`config.mk`:
```
export PLATFORM = sky130hd
export DESIGN_NAME = contact_debounce_edge_alarm
export DESIGN_NICKNAME = d
export VERILOG_FILES = /design/src/cdea_pkg.sv /design/src/cdea_debounce.sv /design/src/cdea_alarm.sv /design/src/contact_debounce_edge_alarm.sv
export VERILOG_INCLUDE_DIRS = /design/src /design/src/src
export SDC_FILE = /design/constraint.sdc
export NUM_CORES = 1
export LEC_CHECK = 0
export BUFFER_PORTS_ARGS = -buffer_cell sky130_fd_sc_hd__buf_2
export CAP_MARGIN = 40
export CORE_MARGIN = 4
export CORE_UTILIZATION = 40
export CTS_BUF_LIST = sky130_fd_sc_hd__clkbuf_4
export CTS_CLUSTER_SIZE = 12
export DETAILED_ROUTE_END_ITERATION = 12
export GPL_ROUTABILITY_DRIVEN = 0
export PLACE_DENSITY = 0.61
export SYNTH_ARGS = -nofsm -noshare
export SYNTH_HDL_FRONTEND = slang
export SYNTH_SLANG_ARGS = --single-unit
```
`constraint.sdc`:
```
create_clock -name clk_i -period 6.1 [get_ports clk_i]
set_input_delay 1.22 -clock clk_i [delete_from_list [all_inputs] [get_ports clk_i]]
set_output_delay 1.22 -clock clk_i [all_outputs]
set_load 0.01 [all_outputs]
```
`src/contact_debounce_edge_alarm_macros.svh`:
```
// Assertion macros shared by the contact debounce and alarm modules.
// Needs clk_i and rst_ni in the scope where a macro is used.
`ifndef CONTACT_DEBOUNCE_EDGE_ALARM_MACROS_SVH
`define CONTACT_DEBOUNCE_EDGE_ALARM_MACROS_SVH

// same-cycle implication
`define CDEA_ASSERT_IMP(name, ante, cons, msg) \
  name: assert property (@(posedge clk_i) disable iff (!rst_ni) (ante) |-> (cons)) \
    else $error(msg);

// next-cycle implication
`define CDEA_ASSERT_NXT(name, ante, cons, msg) \
  name: assert property (@(posedge clk_i) disable iff (!rst_ni) (ante) |=> (cons)) \
    else $error(msg);

`endif

```
`src/cdea_pkg.sv`:
```
// Shared types and constants for the contact debounce and edge alarm block.
// No dependencies.
package cdea_pkg;

  localparam int DefChannels   = 6;
  localparam int DefCountWidth = 16;
  localparam int DefTimerWidth = 20;

  localparam int AgeWidth = 16;
  localparam logic [AgeWidth-1:0] AgeMax = '1;

  localparam int DefDebounce = 5;
  localparam int DefTrigMask = 61;
  localparam int DefHotMask  = 2;
  localparam int DefAlarm    = 3000;
  localparam int DefCooldown = 6000;

  localparam int CfgIdxWidth = 3;

  typedef enum logic [CfgIdxWidth-1:0] {
    CfgDebounce = 3'd0,
    CfgTrigMask = 3'd1,
    CfgHotMask  = 3'd2,
    CfgAlarm    = 3'd3,
    CfgCooldown = 3'd4
  } cfg_reg_e;

  typedef struct packed {
    logic fired;
    logic relay;
    logic running;
    logic cooldown;
  } alarm_stat_t;

endpackage

```
`src/cdea_debounce.sv`:
```
// Per-channel debounce, accepted levels and wrapping rise/fall counters.
// Depends on cdea_pkg and the assertion macro header.
`include "contact_debounce_edge_alarm_macros.svh"

module cdea_debounce #(
  parameter int CHANNELS    = 6,
  parameter int COUNT_WIDTH = 16,
  parameter int SEL_WIDTH   = 3
) (
  input  logic                         clk_i,
  input  logic                         rst_ni,
  input  logic                         upd_i,
  input  logic [CHANNELS-1:0]          raw_i,
  input  logic [SEL_WIDTH-1:0]         sel_i,
  input  logic [cdea_pkg::AgeWidth-1:0] debounce_i,
  output logic [CHANNELS-1:0]          levels_o,
  output logic [CHANNELS-1:0]          rise_o,
  output logic [CHANNELS-1:0]          fall_o,
  output logic [COUNT_WIDTH-1:0]       rise_cnt_o,
  output logic [COUNT_WIDTH-1:0]       fall_cnt_o
);
  import cdea_pkg::*;

  logic                   primed_q;
  logic [CHANNELS-1:0]    last_raw_q;
  logic [CHANNELS-1:0]    acc_q, acc_d;
  logic [AgeWidth-1:0]    age_q [CHANNELS];
  logic [AgeWidth-1:0]    age_d [CHANNELS];
  logic [COUNT_WIDTH-1:0] rise_cnt_q [CHANNELS];
  logic [COUNT_WIDTH-1:0] rise_cnt_d [CHANNELS];
  logic [COUNT_WIDTH-1:0] fall_cnt_q [CHANNELS];
  logic [COUNT_WIDTH-1:0] fall_cnt_d [CHANNELS];
  logic [CHANNELS-1:0]    take;

  always_comb begin
    rise_cnt_o = '0;
    fall_cnt_o = '0;
    for (int i = 0; i < CHANNELS; i++) begin
      if (!primed_q || raw_i[i] != last_raw_q[i]) begin
        age_d[i] = '0;
      end else if (age_q[i] != AgeMax) begin
        age_d[i] = age_q[i] + AgeWidth'(1);
      end else begin
        age_d[i] = age_q[i];
      end
      take[i]   = primed_q && (age_d[i] > debounce_i) && (raw_i[i] != acc_q[i]);
      acc_d[i]  = (take[i] || !primed_q) ? raw_i[i] : acc_q[i];
      rise_o[i] = take[i] && raw_i[i];
      fall_o[i] = take[i] && !raw_i[i];
      rise_cnt_d[i] = rise_cnt_q[i] + COUNT_WIDTH'(rise_o[i]);
      fall_cnt_d[i] = fall_cnt_q[i] + COUNT_WIDTH'(fall_o[i]);
      if (sel_i == SEL_WIDTH'(i)) begin
        rise_cnt_o = rise_cnt_d[i];
        fall_cnt_o = fall_cnt_d[i];
      end
    end
    levels_o = acc_d;
  end

  always_ff @(posedge clk_i or negedge rst_ni) begin
    if (!rst_ni) begin
      primed_q   <= 1'b0;
      last_raw_q <= '0;
      acc_q      <= '0;
      for (int i = 0; i < CHANNELS; i++) begin
        age_q[i]      <= '0;
        rise_cnt_q[i] <= '0;
        fall_cnt_q[i] <= '0;
      end
    end else if (upd_i) begin
      primed_q   <= 1'b1;
      last_raw_q <= raw_i;
      acc_q      <= acc_d;
      for (int i = 0; i < CHANNELS; i++) begin
        age_q[i]      <= age_d[i];
        rise_cnt_q[i] <= rise_cnt_d[i];
        fall_cnt_q[i] <= fall_cnt_d[i];
      end
    end
  end

  `CDEA_ASSERT_NXT(a_primes, upd_i && !primed_q, primed_q, "first transfer did not prime")
  `CDEA_ASSERT_IMP(a_edge_excl, 1'b1, (rise_o & fall_o) == '0, "rise and fall on same channel")
  `CDEA_ASSERT_IMP(a_edge_stable, upd_i, ((rise_o | fall_o) & (raw_i ^ last_raw_q)) == '0,
                   "edge accepted on a changing raw level")

endmodule

```
`src/cdea_alarm.sv`:
```
// One-shot alarm timer, cooldown timer, relay and hot trigger qualification.
// Depends on cdea_pkg and the assertion macro header.
`include "contact_debounce_edge_alarm_macros.svh"

module cdea_alarm #(
  parameter int CHANNELS    = 6,
  parameter int TIMER_WIDTH = 20
) (
  input  logic                        clk_i,
  input  logic                        rst_ni,
  input  logic                        upd_i,
  input  logic                        stop_i,
  input  logic [CHANNELS-1:0]         rise_i,
  input  logic [CHANNELS-1:0]         fall_i,
  input  logic [CHANNELS-1:0]         trig_mask_i,
  input  logic [CHANNELS-1:0]         hot_mask_i,
  input  logic [TIMER_WIDTH-1:0]      alarm_ticks_i,
  input  logic [TIMER_WIDTH-1:0]      cooldown_ticks_i,
  output logic [CHANNELS-1:0]         hot_o,
  output cdea_pkg::alarm_stat_t       stat_o
);
  import cdea_pkg::*;

  logic                   al_act_q, al_act_d;
  logic [TIMER_WIDTH-1:0] al_rem_q, al_rem_d;
  logic                   cd_act_q, cd_act_d;
  logic [TIMER_WIDTH-1:0] cd_rem_q, cd_rem_d;
  logic                   relay_q, relay_d;
  logic                   fired;
  logic [TIMER_WIDTH-1:0] al_len, cd_len;

  assign al_len = (alarm_ticks_i == '0) ? TIMER_WIDTH'(1) : alarm_ticks_i;
  assign cd_len = (cooldown_ticks_i == '0) ? TIMER_WIDTH'(1) : cooldown_ticks_i;

  always_comb begin
    al_act_d = al_act_q;
    al_rem_d = al_rem_q;
    cd_act_d = cd_act_q;
    cd_rem_d = cd_rem_q;
    relay_d  = relay_q;
    fired    = 1'b0;

    if (cd_act_q) begin
      cd_rem_d = cd_rem_q - TIMER_WIDTH'(1);
      cd_act_d = (cd_rem_d != '0);
    end
    if (al_act_q) begin
      al_rem_d = al_rem_q - TIMER_WIDTH'(1);
      if (al_rem_d == '0) begin
        al_act_d = 1'b0;
        relay_d  = 1'b1;
        fired    = 1'b1;
        if (!cd_act_d) begin
          cd_act_d = 1'b1;
          cd_rem_d = cd_len;
        end
      end
    end

    if (stop_i) begin
      al_act_d = 1'b0;
      al_rem_d = '0;
      relay_d  = 1'b0;
    end

    hot_o = ((rise_i & trig_mask_i) | (fall_i & ~trig_mask_i)) & hot_mask_i
            & {CHANNELS{!cd_act_d}};
    if (hot_o != '0 && !al_act_d) begin
      al_act_d = 1'b1;
      al_rem_d = al_len;
    end

    stat_o.fired    = fired;
    stat_o.relay    = relay_d;
    stat_o.running  = al_act_d;
    stat_o.cooldown = cd_act_d;
  end

  always_ff @(posedge clk_i or negedge rst_ni) begin
    if (!rst_ni) begin
      al_act_q <= 1'b0;
      al_rem_q <= '0;
      cd_act_q <= 1'b0;
      cd_rem_q <= '0;
      relay_q  <= 1'b0;
    end else if (upd_i) begin
      al_act_q <= al_act_d;
      al_rem_q <= al_rem_d;
      cd_act_q <= cd_act_d;
      cd_rem_q <= cd_rem_d;
      relay_q  <= relay_d;
    end
  end

  `CDEA_ASSERT_NXT(a_fire_cool, upd_i && fired, cd_act_q && !al_act_q,
                   "expiry did not leave cooldown running")
  `CDEA_ASSERT_NXT(a_hot_start, upd_i && (hot_o != '0), al_act_q,
                   "hot trigger did not leave timer running")
  `CDEA_ASSERT_NXT(a_stop_relay, upd_i && stop_i && (hot_o == '0), !relay_q && !al_act_q,
                   "stop did not clear relay and timer")

endmodule

```
`src/contact_debounce_edge_alarm.sv`:
```
// Top level of the contact debounce and edge alarm block: configuration,
// input stage, result stage. Depends on cdea_pkg, cdea_debounce, cdea_alarm.
//
// One item is taken per cycle while the output is not stalled: a transfer
// on the input channel lands in an input register, and from there its single
// result is computed and written to the output register. The rate is set by
// the update of the debounce ages, counters and timers, which is computed
// combinationally from the input register. A stall on the output holds both
// stages; the input stalls only when both are full.
module contact_debounce_edge_alarm #(
  parameter int CHANNELS    = cdea_pkg::DefChannels,
  parameter int COUNT_WIDTH = cdea_pkg::DefCountWidth,
  parameter int TIMER_WIDTH = cdea_pkg::DefTimerWidth,
  localparam int SelWidth   = (CHANNELS > 1) ? $clog2(CHANNELS) : 1,
  localparam int CfgWidth   = (TIMER_WIDTH > cdea_pkg::AgeWidth)
                              ? ((TIMER_WIDTH > CHANNELS) ? TIMER_WIDTH : CHANNELS)
                              : ((cdea_pkg::AgeWidth > CHANNELS) ? cdea_pkg::AgeWidth
                                                                 : CHANNELS)
) (
  input  logic                             clk_i,
  input  logic                             rst_ni,
  input  logic                             cfg_we_i,
  input  logic [cdea_pkg::CfgIdxWidth-1:0] cfg_index_i,
  input  logic [CfgWidth-1:0]              cfg_data_i,
  input  logic                             in_valid_i,
  output logic                             in_stall_o,
  input  logic [CHANNELS-1:0]              pin_levels_i,
  input  logic                             alarm_stop_i,
  input  logic [SelWidth-1:0]              read_channel_i,
  output logic                             out_valid_o,
  input  logic                             out_stall_i,
  output logic [CHANNELS-1:0]              debounced_levels_o,
  output logic [CHANNELS-1:0]              rise_mask_o,
  output logic [CHANNELS-1:0]              fall_mask_o,
  output logic [CHANNELS-1:0]              hot_trigger_mask_o,
  output logic                             alarm_fired_o,
  output logic                             relay_on_o,
  output logic                             alarm_running_o,
  output logic                             cooldown_on_o,
  output logic [COUNT_WIDTH-1:0]           rise_count_o,
  output logic [COUNT_WIDTH-1:0]           fall_count_o
);
  import cdea_pkg::*;

  logic [AgeWidth-1:0]    debounce_q;
  logic [CHANNELS-1:0]    trig_mask_q, hot_mask_q;
  logic [TIMER_WIDTH-1:0] alarm_ticks_q, cooldown_ticks_q;

  logic                   in_valid_q;
  logic [CHANNELS-1:0]    pin_q;
  logic                   stop_q;
  logic [SelWidth-1:0]    sel_q;

  logic                   out_valid_q;
  logic                   out_free, upd;

  logic [CHANNELS-1:0]    levels, rises, falls, hots;
  logic [COUNT_WIDTH-1:0] rise_cnt, fall_cnt;
  alarm_stat_t            stat;

  // configuration
  always_ff @(posedge clk_i or negedge rst_ni) begin
    if (!rst_ni) begin
      debounce_q       <= AgeWidth'(DefDebounce);
      trig_mask_q      <= CHANNELS'(DefTrigMask);
      hot_mask_q       <= CHANNELS'(DefHotMask);
      alarm_ticks_q    <= TIMER_WIDTH'(DefAlarm);
      cooldown_ticks_q <= TIMER_WIDTH'(DefCooldown);
    end else if (cfg_we_i) begin
      case (cfg_reg_e'(cfg_index_i))
        CfgDebounce: debounce_q       <= cfg_data_i[AgeWidth-1:0];
        CfgTrigMask: trig_mask_q      <= cfg_data_i[CHANNELS-1:0];
        CfgHotMask:  hot_mask_q       <= cfg_data_i[CHANNELS-1:0];
        CfgAlarm:    alarm_ticks_q    <= cfg_data_i[TIMER_WIDTH-1:0];
        CfgCooldown: cooldown_ticks_q <= cfg_data_i[TIMER_WIDTH-1:0];
        default: ;
      endcase
    end
  end

  // flow control
  assign out_free   = !out_valid_q || !out_stall_i;
  assign upd        = in_valid_q && out_free;
  assign in_stall_o = in_valid_q && !out_free;

  always_ff @(posedge clk_i or negedge rst_ni) begin
    if (!rst_ni) begin
      in_valid_q <= 1'b0;
    end else if (!in_stall_o) begin
      in_valid_q <= in_valid_i;
    end
  end

  always_ff @(posedge clk_i) begin
    if (in_valid_i && !in_stall_o) begin
      pin_q  <= pin_levels_i;
      stop_q <= alarm_stop_i;
      sel_q  <= read_channel_i;
    end
  end

  cdea_debounce #(
    .CHANNELS    (CHANNELS),
    .COUNT_WIDTH (COUNT_WIDTH),
    .SEL_WIDTH   (SelWidth)
  ) u_debounce (
    .clk_i      (clk_i),
    .rst_ni     (rst_ni),
    .upd_i      (upd),
    .raw_i      (pin_q),
    .sel_i      (sel_q),
    .debounce_i (debounce_q),
    .levels_o   (levels),
    .rise_o     (rises),
    .fall_o     (falls),
    .rise_cnt_o (rise_cnt),
    .fall_cnt_o (fall_cnt)
  );

  cdea_alarm #(
    .CHANNELS    (CHANNELS),
    .TIMER_WIDTH (TIMER_WIDTH)
  ) u_alarm (
    .clk_i            (clk_i),
    .rst_ni           (rst_ni),
    .upd_i            (upd),
    .stop_i           (stop_q),
    .rise_i           (rises),
    .fall_i           (falls),
    .trig_mask_i      (trig_mask_q),
    .hot_mask_i       (hot_mask_q),
    .alarm_ticks_i    (alarm_ticks_q),
    .cooldown_ticks_i (cooldown_ticks_q),
    .hot_o            (hots),
    .stat_o           (stat)
  );

  // result register
  always_ff @(posedge clk_i or negedge rst_ni) begin
    if (!rst_ni) begin
      out_valid_q <= 1'b0;
    end else if (out_free) begin
      out_valid_q <= in_valid_q;
    end
  end

  always_ff @(posedge clk_i) begin
    if (upd) begin
      debounced_levels_o <= levels;
      rise_mask_o        <= rises;
      fall_mask_o        <= falls;
      hot_trigger_mask_o <= hots;
      alarm_fired_o      <= stat.fired;
      relay_on_o         <= stat.relay;
      alarm_running_o    <= stat.running;
      cooldown_on_o      <= stat.cooldown;
      rise_count_o       <= rise_cnt;
      fall_count_o       <= fall_cnt;
    end
  end

  assign out_valid_o = out_valid_q;

endmodule
```
==> flow_summary.yaml <==
outcome:
  status: "finished, final reports clean"
sta:
  finalMaxSlewViolations: 0
  max_freq_ghz: 0.1713
  fin_tns_setup_ps: 0
  clock_skew_ps: 61.80
  relSlewSlack_pct: 43.85
  period_share_pct: 95.70
  finalSetupViolCount: 0
  fin_crit_ps: 5838
  hold_viol_final: 0
  worstMarginPinSlew_ps: 842.2
cts:
  clockRootBuffer: "clkbuf_4"
  cts_tree: "done"
  insertion_delay_ps: 1010
  numCtsBuffers: 135
  htree_levels: 4
  clkSlewWorstSetupHoldPaths_ps: 70
  hold_buffers: 0
  clock-sinks: 484
  cts_buffer_depth: 3
routing:
  ant_nets: 0
  drt-vias-per-instance: 5.339
  drc: 0
  wl_per_cell_um: 18.26
  finalWirelength_mm: 77.29
  dr.pass1.iters: 6
  drt-initial-drc-count: 1634
  via_count: 22600
synth:
  synth_area_leaders: "dfrtp_1 (35%), edfxtp_1 (7.4%), xnor2_1 (7.3%)"
  ys_top_cells_by_count: "nand2_1 (473), dfrtp_1 (392), nor2_1 (266)"
  synth-compound-area-share_pct: 10.53
  ys_types: 77
  yosys.area_share.simple_pct: 20.04
  syn_inst: 3004
  synth_top_area_cell: "dfrtp_1"
  syn_avg_cell_area_sq_um: 9.429
  synth-edff-count: 70
  synth_seq_cells: 484
  yosysSeqAreaShare_pct: 44.09
  synth_top_area_share_pct: 34.63
  syn_area_sq_mm: 0.02833
  synthAdderAreaFrac_pct: 5.742
  yosys_warnings: 0
  synth.most_common_cell: "nand2_1"
  synth_xor_area_share_pct: 13.17
  synth_top_family_by_area: "simple AND/OR/NAND/NOR gates"
  synth.net_count: 3172
  async_flop_share_pct: 85.54
  synthMuxAreaShare_pct: 3.887
  synth_flop_cell: "dfrtp_1"
floorplanning:
  rows: 97
  initial_core_util_pct: 40.38
  die_h_um: 274.1
  core-area_sq_mm: 0.07015
  ioPinCount: 100
  die_w_um: 274.1
  die-area_sq_mm: 0.07514
setup_path:
  reg2reg_from: "u_debounce.age_q[88]"
  path_class: "reg2reg"
  cp-end-kind: "register"
  slowest_delay_ps: 560
  arrival_ps: 6600
  slowest_stage: "or4_4"
  path_max_fanout: 4
  required_ps: 6860
  r2r_cells: 27
  startpoint_type: "register"
  crit_path_start: "u_debounce.age_q[88]"
  path_common_cell: "nand3_1"
min_path:
  hold_path_class: "in2async"
power_and_ir_drop:
  powerDensity_mw_per_mm2: 268.5
  p_leak_nw: 14.13
  irDropWorstVdd_mv: 0.1748
global_route:
  grt_pass1_wl_mm: 122.5
  track_usage_pct: 20.59
  grt_pass1_vias: 21923
  antenna_found_initial: 3
  overflow: 0
  grt_start_max_net_pins: 113
cells_and_area:
  layout.nets: 3353
  post-route-util_pct: 46.23
  final_area_sq_mm: 0.03243
  area_growth_pct: 14.50
  drive_gt1_share_pct: 18.48
  n_fill_cell: 6889
place:
  dpl_cell_area_sq_mm: 0.03014
  dp_hpwl_mm: 53.11
  port_buffers: 99
run:
  maxCapViolations: 0
[what timing repair did]
action,4_1_cts,5_1_grt
setup buffers,0,12
gates resized for setup,2,96
endpoints found under the setup margin,5,30
pin swaps,0,15
cloned,0,0
[path summary, 6_finish.rpt]
kind	end	slack (ps)
worst min-delay path	u_debounce.rise_cnt_q[17]	180
worst max register to register	fall_count_o[14]	260
max in group asynchronous	u_debounce.age_q[23]	4620
worst min register to register	u_alarm.relay_q	480
worst max-delay path	fall_count_o[14]	260
min in group clk_i	pin_q[4]	400
[worst max-delay path, delay by kind of cell, from the launching register on]
kind | cells | cell delay [ps]
AND/OR/NAND/NOR | 17 | 3200
adder cells (fa/ha/maj) | 3 | 770
AO/OA/AOI/OAI | 4 | 760
flip-flops | 1 | 410
XOR/XNOR | 2 | 350
buffers and inverters | 1 | 130
[placed cells by master, fill, tap and decap left out, types with 8 or more instances in the layout]
cell / n
a211oi_1: 12
a21o_1: 15
a21oi_1: 107
a22o_1: 8
a31oi_1: 11
and2_1: 21
and3_1: 50
and4_1: 13
buf_2: 99
buf_4: 79
clkbuf_4: 199
clkinv_1: 29
dfrtp_1: 385
dfstp_2: 22
edfxtp_1: 70
ha_1: 125
inv_1: 45
mux2_2: 70
mux2i_1: 20
nand2_1: 472
nand2b_1: 12
nand3_1: 140
nand4_1: 78
nor2_1: 242
nor2_2: 17
nor2b_1: 17
nor3_1: 49
nor4_1: 24
o21ai_0: 111
o221ai_1: 18
o22ai_1: 28
o2bb2ai_1: 9
o31ai_1: 59
or2_2: 9
or3_1: 11
or4_1: 8
xnor2_1: 235
xor2_1: 189
[final cells by class]
| cell class | instances | area (sq um) | share of cell area, % |
|---|---|---|---|
| flip-flops and latches | 484 | 12500 | 38.53 |
| diodes | 3 | 7.507 | 0.02315 |
| clock inverters | 43 | 335.3 | 1.034 |
| inverters | 46 | 180.2 | 0.5555 |
| multi-input cells | 2332 | 15500 | 47.81 |
| repair buffers | 186 | 1237 | 3.815 |
| well taps | 940 | 1176 | 3.626 |
| clock buffers | 199 | 1494 | 4.606 |
[sequential cells by signal, summed over array words and instances, names as in the netlist, 3 cells and up]
signal / cells
u_debounce.acc_q: 6
rise_count_o: 16
debounced_levels_o: 6
u_alarm.cd_rem_q: 20
fall_count_o: 16
u_debounce.age_q: 96
rise_mask_o: 6
hot_mask_q: 6
debounce_q: 16
u_alarm.al_rem_q: 20
fall_mask_o: 6
trig_mask_q: 6
u_debounce.last_raw_q: 6
hot_trigger_mask_o: 6
cooldown_ticks_q: 20
u_debounce.rise_cnt_q: 96
alarm_ticks_q: 20
sel_q: 3
pin_q: 6
u_debounce.fall_cnt_q: 96
[per-stage QoR]
step	hold WS, ps	std cells	total power, W	setup WS (ps)
finish	178.5	4233	0.008710	262.4
detailed placement	467.6	3976	0.005543	-78.20
floorplan	449.2	3004	0.004936	322.2
global route	179.3	4232	0.009244	-40.48
global placement	460.9	3972	0.005517	77.33
CTS	135.6	4218	0.008804	21.09
[metal layers]
layer | GRT usage [%] | vias to the layer above | part of all wire, %
met3 | 3.990 | 127 | 5.4
li1 | - | 11024 | -
met5 | 0 | - | 0
met4 | 6.989 | 0 | 2.3
met2 | 32.77 | 546 | 46
met1 | 28.24 | 10903 | 46
[cells by family after synthesis]
family | count (synthesis)
AND/OR/NAND/NOR | 1225
flip-flops | 484
AO/OA/AOI/OAI | 456
XOR/XNOR | 426
buffers and inverters | 188
adder cells (fa/ha/maj) | 130
multiplexers | 95
[where the power goes]
group | internal, W | switching, W
Combinational | 0.000579 | 0.00104
Sequential | 0.00359 | 0.000295
Clock | 0.00175 | 0.00146
Total | 0.00592 | 0.00279
Note: power is estimated with default switching activity, not from simulation.
